`src/design/fhm_pkg.sv`:
```
package fhm_pkg;

  localparam int unsigned TASK_W = 4;

  typedef enum logic [1:0] {
    REQ_LOCK   = 2'd0,
    REQ_UNLOCK = 2'd1,
    REQ_TRY    = 2'd2,
    REQ_NONE   = 2'd3
  } req_e;

  typedef enum logic [2:0] {
    ST_ACQUIRED = 3'd0,
    ST_ALREADY  = 3'd1,
    ST_PARKED   = 3'd2,
    ST_REFUSED  = 3'd3,
    ST_FREED    = 3'd4,
    ST_HANDOFF  = 3'd5,
    ST_NOTASK   = 3'd6,
    ST_FULL     = 3'd7
  } status_e;

  typedef enum logic {
    CTRL_IDLE = 1'b0,
    CTRL_EXEC = 1'b1
  } ctrl_state_e;

  typedef struct packed {
    logic capture;
    logic execute;
  } fhm_cmd_t;

endpackage

```
`src/design/fhm_ctrl.sv`:
```
module fhm_ctrl
  import fhm_pkg::*;
(
  input  logic     clk_i,
  input  logic     rst_ni,
  input  logic     start,
  output logic     busy,
  output fhm_cmd_t cmd_o
);

  ctrl_state_e state_q, state_d;

  always_ff @(posedge clk_i or negedge rst_ni) begin
    if (!rst_ni) begin
      state_q <= CTRL_IDLE;
    end else begin
      state_q <= state_d;
    end
  end

  always_comb begin
    state_d = state_q;
    unique case (state_q)
      CTRL_IDLE: begin
        if (start) state_d = CTRL_EXEC;
      end
      CTRL_EXEC: begin
        state_d = CTRL_IDLE;
      end
      default: state_d = CTRL_IDLE;
    endcase
  end

  always_comb begin
    cmd_o = '0;
    busy  = 1'b0;
    unique case (state_q)
      CTRL_IDLE: begin
        cmd_o.capture = start;
      end
      CTRL_EXEC: begin
        cmd_o.execute = 1'b1;
        busy          = 1'b1;
      end
      default: ;
    endcase
  end

endmodule

```
`src/design/fhm_dp.sv`:
```
module fhm_dp
  import fhm_pkg::*;
#(
  parameter int unsigned MAX_TASKS = 16
) (
  input  logic              clk_i,
  input  logic              rst_ni,
  input  fhm_cmd_t          cmd_i,
  input  logic [1:0]        req_type_i,
  input  logic              task_present_i,
  input  logic [TASK_W-1:0] task_id_i,
  output logic              done_o,
  output logic [2:0]        status_o,
  output logic              wake_valid_o,
  output logic [TASK_W-1:0] wake_task_o,
  output logic              is_locked_o,
  output logic [TASK_W-1:0] owner_task_o
);

  localparam int unsigned IDX_W = (MAX_TASKS > 1) ? $clog2(MAX_TASKS) : 1;
  localparam int unsigned CNT_W = $clog2(MAX_TASKS + 1);
  localparam logic [IDX_W-1:0] LAST_IDX = IDX_W'(MAX_TASKS - 1);
  localparam logic [CNT_W-1:0] FULL_CNT = CNT_W'(MAX_TASKS);

  // waiter queue storage
  logic [TASK_W-1:0] mem_q [MAX_TASKS];
  logic [TASK_W-1:0] rd_q;

  logic [1:0]        req_q;
  logic              present_q;
  logic [TASK_W-1:0] tid_q;

  logic              locked_q, locked_d;
  logic [TASK_W-1:0] owner_q, owner_d;
  logic [IDX_W-1:0]  head_q, head_d, tail_q, tail_d;
  logic [CNT_W-1:0]  count_q, count_d;

  logic              push;
  status_e           status_d;
  logic              wake_v_d;
  logic [TASK_W-1:0] wake_t_d;

  logic              done_q;
  logic [2:0]        status_q;
  logic              wake_v_q;
  logic [TASK_W-1:0] wake_t_q;
  logic              lock_out_q;
  logic [TASK_W-1:0] owner_out_q;

  always_comb begin
    locked_d = locked_q;
    owner_d  = owner_q;
    head_d   = head_q;
    tail_d   = tail_q;
    count_d  = count_q;
    push     = 1'b0;
    wake_v_d = 1'b0;
    wake_t_d = '0;
    status_d = ST_REFUSED;
    priority if (!present_q) begin
      status_d = ST_NOTASK;
    end else if (req_q == REQ_LOCK || req_q == REQ_TRY) begin
      priority if (!locked_q) begin
        locked_d = 1'b1;
        owner_d  = tid_q;
        status_d = ST_ACQUIRED;
      end else if (owner_q == tid_q) begin
        status_d = ST_ALREADY;
      end else if (req_q == REQ_TRY) begin
        status_d = ST_REFUSED;
      end else if (count_q == FULL_CNT) begin
        status_d = ST_FULL;
      end else begin
        push     = 1'b1;
        tail_d   = (tail_q == LAST_IDX) ? '0 : tail_q + 1'b1;
        count_d  = count_q + 1'b1;
        status_d = ST_PARKED;
      end
    end else if (req_q == REQ_UNLOCK) begin
      priority if (!locked_q || owner_q != tid_q) begin
        status_d = ST_REFUSED;
      end else if (count_q != '0) begin
        head_d   = (head_q == LAST_IDX) ? '0 : head_q + 1'b1;
        count_d  = count_q - 1'b1;
        owner_d  = rd_q;
        wake_v_d = 1'b1;
        wake_t_d = rd_q;
        status_d = ST_HANDOFF;
      end else begin
        locked_d = 1'b0;
        owner_d  = '0;
        status_d = ST_FREED;
      end
    end else begin
      status_d = ST_REFUSED;
    end
  end

  always_ff @(posedge clk_i) begin
    if (cmd_i.capture) begin
      req_q     <= req_type_i;
      present_q <= task_present_i;
      tid_q     <= task_id_i;
      rd_q      <= mem_q[head_q];
    end
    if (cmd_i.execute && push) begin
      mem_q[tail_q] <= tid_q;
    end
  end

  always_ff @(posedge clk_i or negedge rst_ni) begin
    if (!rst_ni) begin
      locked_q    <= 1'b0;
      owner_q     <= '0;
      head_q      <= '0;
      tail_q      <= '0;
      count_q     <= '0;
      done_q      <= 1'b0;
      status_q    <= '0;
      wake_v_q    <= 1'b0;
      wake_t_q    <= '0;
      lock_out_q  <= 1'b0;
      owner_out_q <= '0;
    end else begin
      done_q <= cmd_i.execute;
      if (cmd_i.execute) begin
        locked_q    <= locked_d;
        owner_q     <= owner_d;
        head_q      <= head_d;
        tail_q      <= tail_d;
        count_q     <= count_d;
        status_q    <= status_d;
        wake_v_q    <= wake_v_d;
        wake_t_q    <= wake_t_d;
        lock_out_q  <= locked_d;
        owner_out_q <= locked_d ? owner_d : '0;
      end
    end
  end

  assign done_o       = done_q;
  assign status_o     = status_q;
  assign wake_valid_o = wake_v_q;
  assign wake_task_o  = wake_t_q;
  assign is_locked_o  = lock_out_q;
  assign owner_task_o = owner_out_q;

endmodule

```
`src/design/fifo_handoff_mutex.sv`:
```
// at acceptance the request and the queue head are captured into registers and the controller
// enters its decision state, in which the result is written to the output registers that
// drive done_o; a new transaction is not taken while busy, since the registered read of the
// queue head is followed by the single decision state
// the result is shown for one cycle with done_o; the receiver cannot stall
// reset: asynchronous, active low; mutex free, queue empty, queue storage left unset
module fifo_handoff_mutex
  import fhm_pkg::*;
#(
  parameter int unsigned MAX_TASKS = 16
) (
  input  logic        clk_i,
  input  logic        rst_ni,
  input  logic        start,
  output logic        busy,
  input  logic [1:0]  req_type_i,
  input  logic        task_present_i,
  input  logic [3:0]  task_id_i,
  output logic        done_o,
  output logic [2:0]  status_o,
  output logic        wake_valid_o,
  output logic [3:0]  wake_task_o,
  output logic        is_locked_o,
  output logic [3:0]  owner_task_o
);

  fhm_cmd_t cmd;

  fhm_ctrl u_ctrl (
    .clk_i  (clk_i),
    .rst_ni (rst_ni),
    .start  (start),
    .busy   (busy),
    .cmd_o  (cmd)
  );

  fhm_dp #(
    .MAX_TASKS (MAX_TASKS)
  ) u_dp (
    .clk_i          (clk_i),
    .rst_ni         (rst_ni),
    .cmd_i          (cmd),
    .req_type_i     (req_type_i),
    .task_present_i (task_present_i),
    .task_id_i      (task_id_i),
    .done_o         (done_o),
    .status_o       (status_o),
    .wake_valid_o   (wake_valid_o),
    .wake_task_o    (wake_task_o),
    .is_locked_o    (is_locked_o),
    .owner_task_o   (owner_task_o)
  );

  a_busy_one_cycle: assert property (@(posedge clk_i) disable iff (!rst_ni)
    busy |=> done_o && !busy)
    else $error("decision cycle did not end in a result");

  a_accept_to_busy: assert property (@(posedge clk_i) disable iff (!rst_ni)
    start && !busy |=> busy && cmd.execute)
    else $error("accepted transaction not executed");

  a_wake_handoff: assert property (@(posedge clk_i) disable iff (!rst_ni)
    done_o && wake_valid_o |-> status_o == ST_HANDOFF && is_locked_o)
    else $error("wakeup without handoff");

  a_free_no_owner: assert property (@(posedge clk_i) disable iff (!rst_ni)
    done_o && !is_locked_o |-> owner_task_o == '0 && !wake_valid_o)
    else $error("owner reported while unlocked");

endmodule
```
`config.mk`:
```
export PLATFORM = sky130hd
export DESIGN_NAME = fifo_handoff_mutex
export DESIGN_NICKNAME = d
export VERILOG_FILES = /design/src/design/fhm_pkg.sv /design/src/design/fhm_ctrl.sv /design/src/design/fhm_dp.sv /design/src/design/fifo_handoff_mutex.sv
export SDC_FILE = /design/constraint.sdc
export NUM_CORES = 1
export LEC_CHECK = 0
export BUFFER_PORTS_ARGS = -buffer_cell sky130_fd_sc_hd__buf_4
export CORE_MARGIN = 2
export CORE_UTILIZATION = 45
export CTS_CLUSTER_SIZE = 40
export DETAILED_ROUTE_END_ITERATION = 8
export PLACE_DENSITY = 0.61
export REMOVE_ABC_BUFFERS = 1
export SLEW_MARGIN = 20
export SYNTH_ARGS = -nofsm -noshare
export SYNTH_HDL_FRONTEND = slang
export SYNTH_SLANG_ARGS = --single-unit
```
`constraint.sdc`:
```
create_clock -name clk_i -period 4.5 [get_ports clk_i]
set_input_delay 0.675 -clock clk_i [delete_from_list [all_inputs] [get_ports clk_i]]
set_output_delay 0.675 -clock clk_i [all_outputs]
set_load 0.02 [all_outputs]
```
==> impl_metrics.env <==
export IMPL_post_cts_buffers=0
export IMPL_row_count=37
export IMPL_grt_pass1_wl_um=15100
export IMPL_fin_worst_skew_ns=0.0125
export IMPL_fin_crit_ns=3.07
export IMPL_gp_congestion=0.856
export IMPL_grt_overflow_total=0
export IMPL_avgRoutedWirePerCell_um=18.9
export IMPL_die_area_sq_um=11300
export IMPL_power_mw=2.25
export IMPL_synth_edf_count=75
export IMPL_async_flop_share_pct=29.9
export IMPL_synthCells=330
export IMPL_power_per_cell_area_nw_per_um2=431
export IMPL_pin_count=25
export IMPL_port_buffers=24
export IMPL_cts_tree="built"
export IMPL_path_class="reg2reg"
export IMPL_clock_sinks=107
export IMPL_initial_core_util_pct=45.8
export IMPL_drv_slew=0
export IMPL_fin_nets=366
export IMPL_hold_viol_final=0
export IMPL_clockBufferDepth=2
export IMPL_grt_usage_pct=17.9
export IMPL_drt_iter0_markers=230
export IMPL_vias=2723
export IMPL_htreeDepth=3
export IMPL_cp_end_kind="flip-flop"
export IMPL_drt_wl_total_um=9230
export IMPL_path_clk_slew_ns=0.10
export IMPL_holdBufCountCts=0
export IMPL_r2r_cells=5
export IMPL_synthToLayoutAreaGrowth_pct=11.1
export IMPL_synth_area_sq_um=4690
export IMPL_drc=0
export IMPL_status="finished, final reports clean"
export IMPL_antenna_found_initial=0
export IMPL_relSlewSlack_pct=53.0
export IMPL_worstHoldPathType="in2async"
export IMPL_path_max_fanout=18
export IMPL_pre_cts_ws_ns=1.42
export IMPL_timing_final_crit_share_pct=68.2
export IMPL_ys_ff_latch=107
export IMPL_p_leak_nw=1.88
export IMPL_n_antenna_cell=0
export IMPL_dr_pass1_iters=4
export IMPL_cp_arrival_ns=3.09
export IMPL_intPower_mw=1.65
export IMPL_power_frac_comb_pct=15.7
export IMPL_pwr_share_clk_pct=30.7
export IMPL_ant_nets=0
export IMPL_switching_share_pct=26.3
export IMPL_tns_ns=0
export IMPL_r2r_setup_slack_ns=1.43
export IMPL_peakVddDrop_mv=0.235
export IMPL_critical_path_slowest_cell="edfxtp_1"
export IMPL_syn_area_per_cell_sq_um=14.2
export IMPL_clk_insertion_delay_late_ns=0.37
export IMPL_vias_per_cell=5.58
export IMPL_grt_max_degree=33
export IMPL_root_buffer="clkbuf_8"
export IMPL_clock_fmax_ghz=0.326
export IMPL_layout_setup_ws_ns=1.43
export IMPL_required_ns=4.52
export IMPL_cts_made_buffers=9
export IMPL_synth_warnings=0
export IMPL_seqPwrFrac_pct=53.6
export IMPL_ys_seq_area_share_pct=65.1
export IMPL_ys_flop_type="edfxtp_1"
export IMPL_synth_distinct_cells=52
export IMPL_ctsResizeCount=0
export IMPL_p_switching_mw=0.591
export IMPL_worst_slew_pin_slew_ns=0.703
export IMPL_maxCapViolCount=0
export IMPL_grt_pass1_vias=2796
export IMPL_final_layout_size_suffix_gt1_share_pct=18.2
export IMPL_startpoint_type="flip-flop"
export IMPL_rr_startpoint="u_dp.tid_q[3]$_DFFE_PP_"
export IMPL_hpwlAfterDp_um=6440
export IMPL_die_h_um=106
export IMPL_setup_viol=0
export IMPL_cp_cell_sequence="xnor2_1 -> and4_1 -> nor4b_4 -> nand2_1 -> nor3_1"
export IMPL_cpPeakStageDelay_ns=0.81
export IMPL_die_w_um=106
export IMPL_core_area_sq_um=10200
export IMPL_r2r_end="u_dp.mem_q[0][0]$_DFFE_PP_"
export IMPL_fill_cells=858
export IMPL_rsz0062_at_grt="no"
[metrics by stage]
stage / hold slack [ns] / util [%] / cells / instance area [sq um]
6_report: 0.233 / 50.9 / 488 / 5210
5_1_grt: 0.244 / 50.9 / 488 / 5210
4_1_cts: 0.229 / 50.9 / 488 / 5210
3_5_place_dp: 0.474 / 48.6 / 472 / 4970
3_3_place_gp: 0.469 / 48.6 / 472 / 4970
2_1_floorplan: 0.379 / - / 310 / 4600
[worst max-delay path, delay by kind of cell, from the launching register on]
kind	cells	cell delay, ns
AND/OR/NAND/NOR	4	1.66
flip-flops	1	0.81
XOR/XNOR	1	0.24
[cells in the mapped netlist, types with 5 or more instances]
library cell / count / area share, %
a21o_1: 6 / 0.96
a21oi_1: 13 / 1.4
a22o_1: 6 / 1.1
a31oi_1: 5 / 0.67
buf_2: 7 / 0.75
clkbuf_1: 10 / 0.80
dfrtp_1: 32 / 17
edfxtp_1: 75 / 48
ha_1: 8 / 2.1
inv_1: 7 / 0.56
mux2_2: 6 / 1.4
mux2i_1: 15 / 3.2
mux4_2: 8 / 3.8
nand2_1: 20 / 1.6
nand3_1: 9 / 0.96
nor2_1: 16 / 1.3
nor3_1: 5 / 0.53
o21ai_0: 13 / 1.4
xnor2_1: 10 / 1.9
[metal layers]
metal | share of wire, % | up-vias | wire [um] | track usage (%)
li1 | - | 1297 | - | -
met1 | 48 | 1355 | 4410 | 25.9
met2 | 46 | 61 | 4270 | 26.8
met3 | 4.3 | 10 | 399 | 3.74
met4 | 1.7 | 0 | 153 | 7.14
met5 | 0 | - | 0 | 0
[registers in the layout (all words and copies together), names as in the netlist]
signal and flops:
u_dp.head_q 4, u_dp.rd_q 4, u_dp.status_o 3, u_dp.wake_task_o 4
u_dp.tail_q 4, u_dp.wake_valid_o 1, u_dp.owner_task_o 4, u_dp.is_locked_o 1
u_ctrl.state_q 1, u_dp.owner_q 4, u_dp.tid_q 4, u_dp.done_o 1
u_dp.mem_q 64, u_dp.count_q 5, u_dp.present_q 1, u_dp.req_q 2
[worst max path at each step]
stage	startpoint	end	slack (ns)	depth (start not counted)
3_5_place_dp	u_dp.tid_q[3]$_DFFE_PP_	u_dp.mem_q[2][3]$_DFFE_PP_	1.42	5
4_1_cts	u_dp.tid_q[3]$_DFFE_PP_	u_dp.mem_q[2][0]$_DFFE_PP_	1.40	5
5_1_grt	u_dp.tid_q[3]$_DFFE_PP_	u_dp.mem_q[1][0]$_DFFE_PP_	1.18	5
3_3_place_gp	u_dp.tid_q[0]$_DFFE_PP_	u_dp.mem_q[2][1]$_DFFE_PP_	1.61	5
6_report	u_dp.tid_q[3]$_DFFE_PP_	u_dp.mem_q[0][0]$_DFFE_PP_	1.43	5
2_1_floorplan	u_ctrl.state_q$_DFF_PN0_	u_dp.count_q[2]$_DFFE_PN0P_	1.69	5
[power groups by stage]
stage | Clock [mW] | Combinational, mW | Sequential (mW)
3_3_place_gp | 0 | 0.352 | 1.22
5_1_grt | 0.746 | 0.395 | 1.22
2_1_floorplan | 0 | 0.238 | 1.22
4_1_cts | 0.708 | 0.356 | 1.20
6_report | 0.690 | 0.353 | 1.20
3_5_place_dp | 0 | 0.354 | 1.22
[logic make-up (layout without fill, tap and decap cells)]
| logic type | after synthesis | after routing | synth area share [%] |
|---|---|---|---|
| DFF | 107 | 107 | 65.1 |
| and+or+nand+nor | 79 | 79 | 9.04 |
| AOI/OAI and AO/OA | 67 | 67 | 9.82 |
| muxes | 31 | 31 | 9.12 |
| buffers and inverters | 27 | 49 | 2.51 |
| xor gates and xnor gates | 10 | 10 | 1.87 |
| adders and majority gates | 9 | 9 | 2.56 |
[area by class of cell]
class                           instances  area, sq um  share of cell area, %
Multi-Input combinational cell        196         1530                   29.3
Inverter                                7         26.3                  0.504
Tap cell                              136          170                   3.26
Clock inverter                          6          111                   2.14
Sequential cell                       107         3050                   58.6
Clock buffer                           10          128                   2.45
Timing Repair Buffer                   26          195                   3.74
[cell usage in the layout, fill, tap and decap left out, types with 2 or more instances in the layout]
master	Yosys	final
nor2_1	16	16
nand4_1	2	2
dfrtp_1	32	32
edfxtp_1	75	75
a21oi_1	13	13
a221oi_1	4	4
nor4_1	3	2
mux2_4	2	2
a31oi_1	5	5
a21o_1	6	6
a22oi_1	4	4
nand3b_1	2	2
and3_1	2	2
nand2b_1	4	4
a22o_1	6	6
nor3_1	5	5
and3b_1	2	2
o31ai_1	2	2
mux2_2	6	6
mux2i_1	15	15
mux4_2	8	8
o2bb2ai_1	4	4
ha_1	8	8
o21ai_0	13	13
or3_1	3	3
buf_4	2	26
clkbuf_8	0	9
nand2_1	20	20
nand3_1	9	9
bufinv_16	0	3
inv_1	7	7
o211ai_1	2	2
nor2b_1	3	2
xnor2_1	10	10
Note: power is estimated with default switching activity, not from simulation.
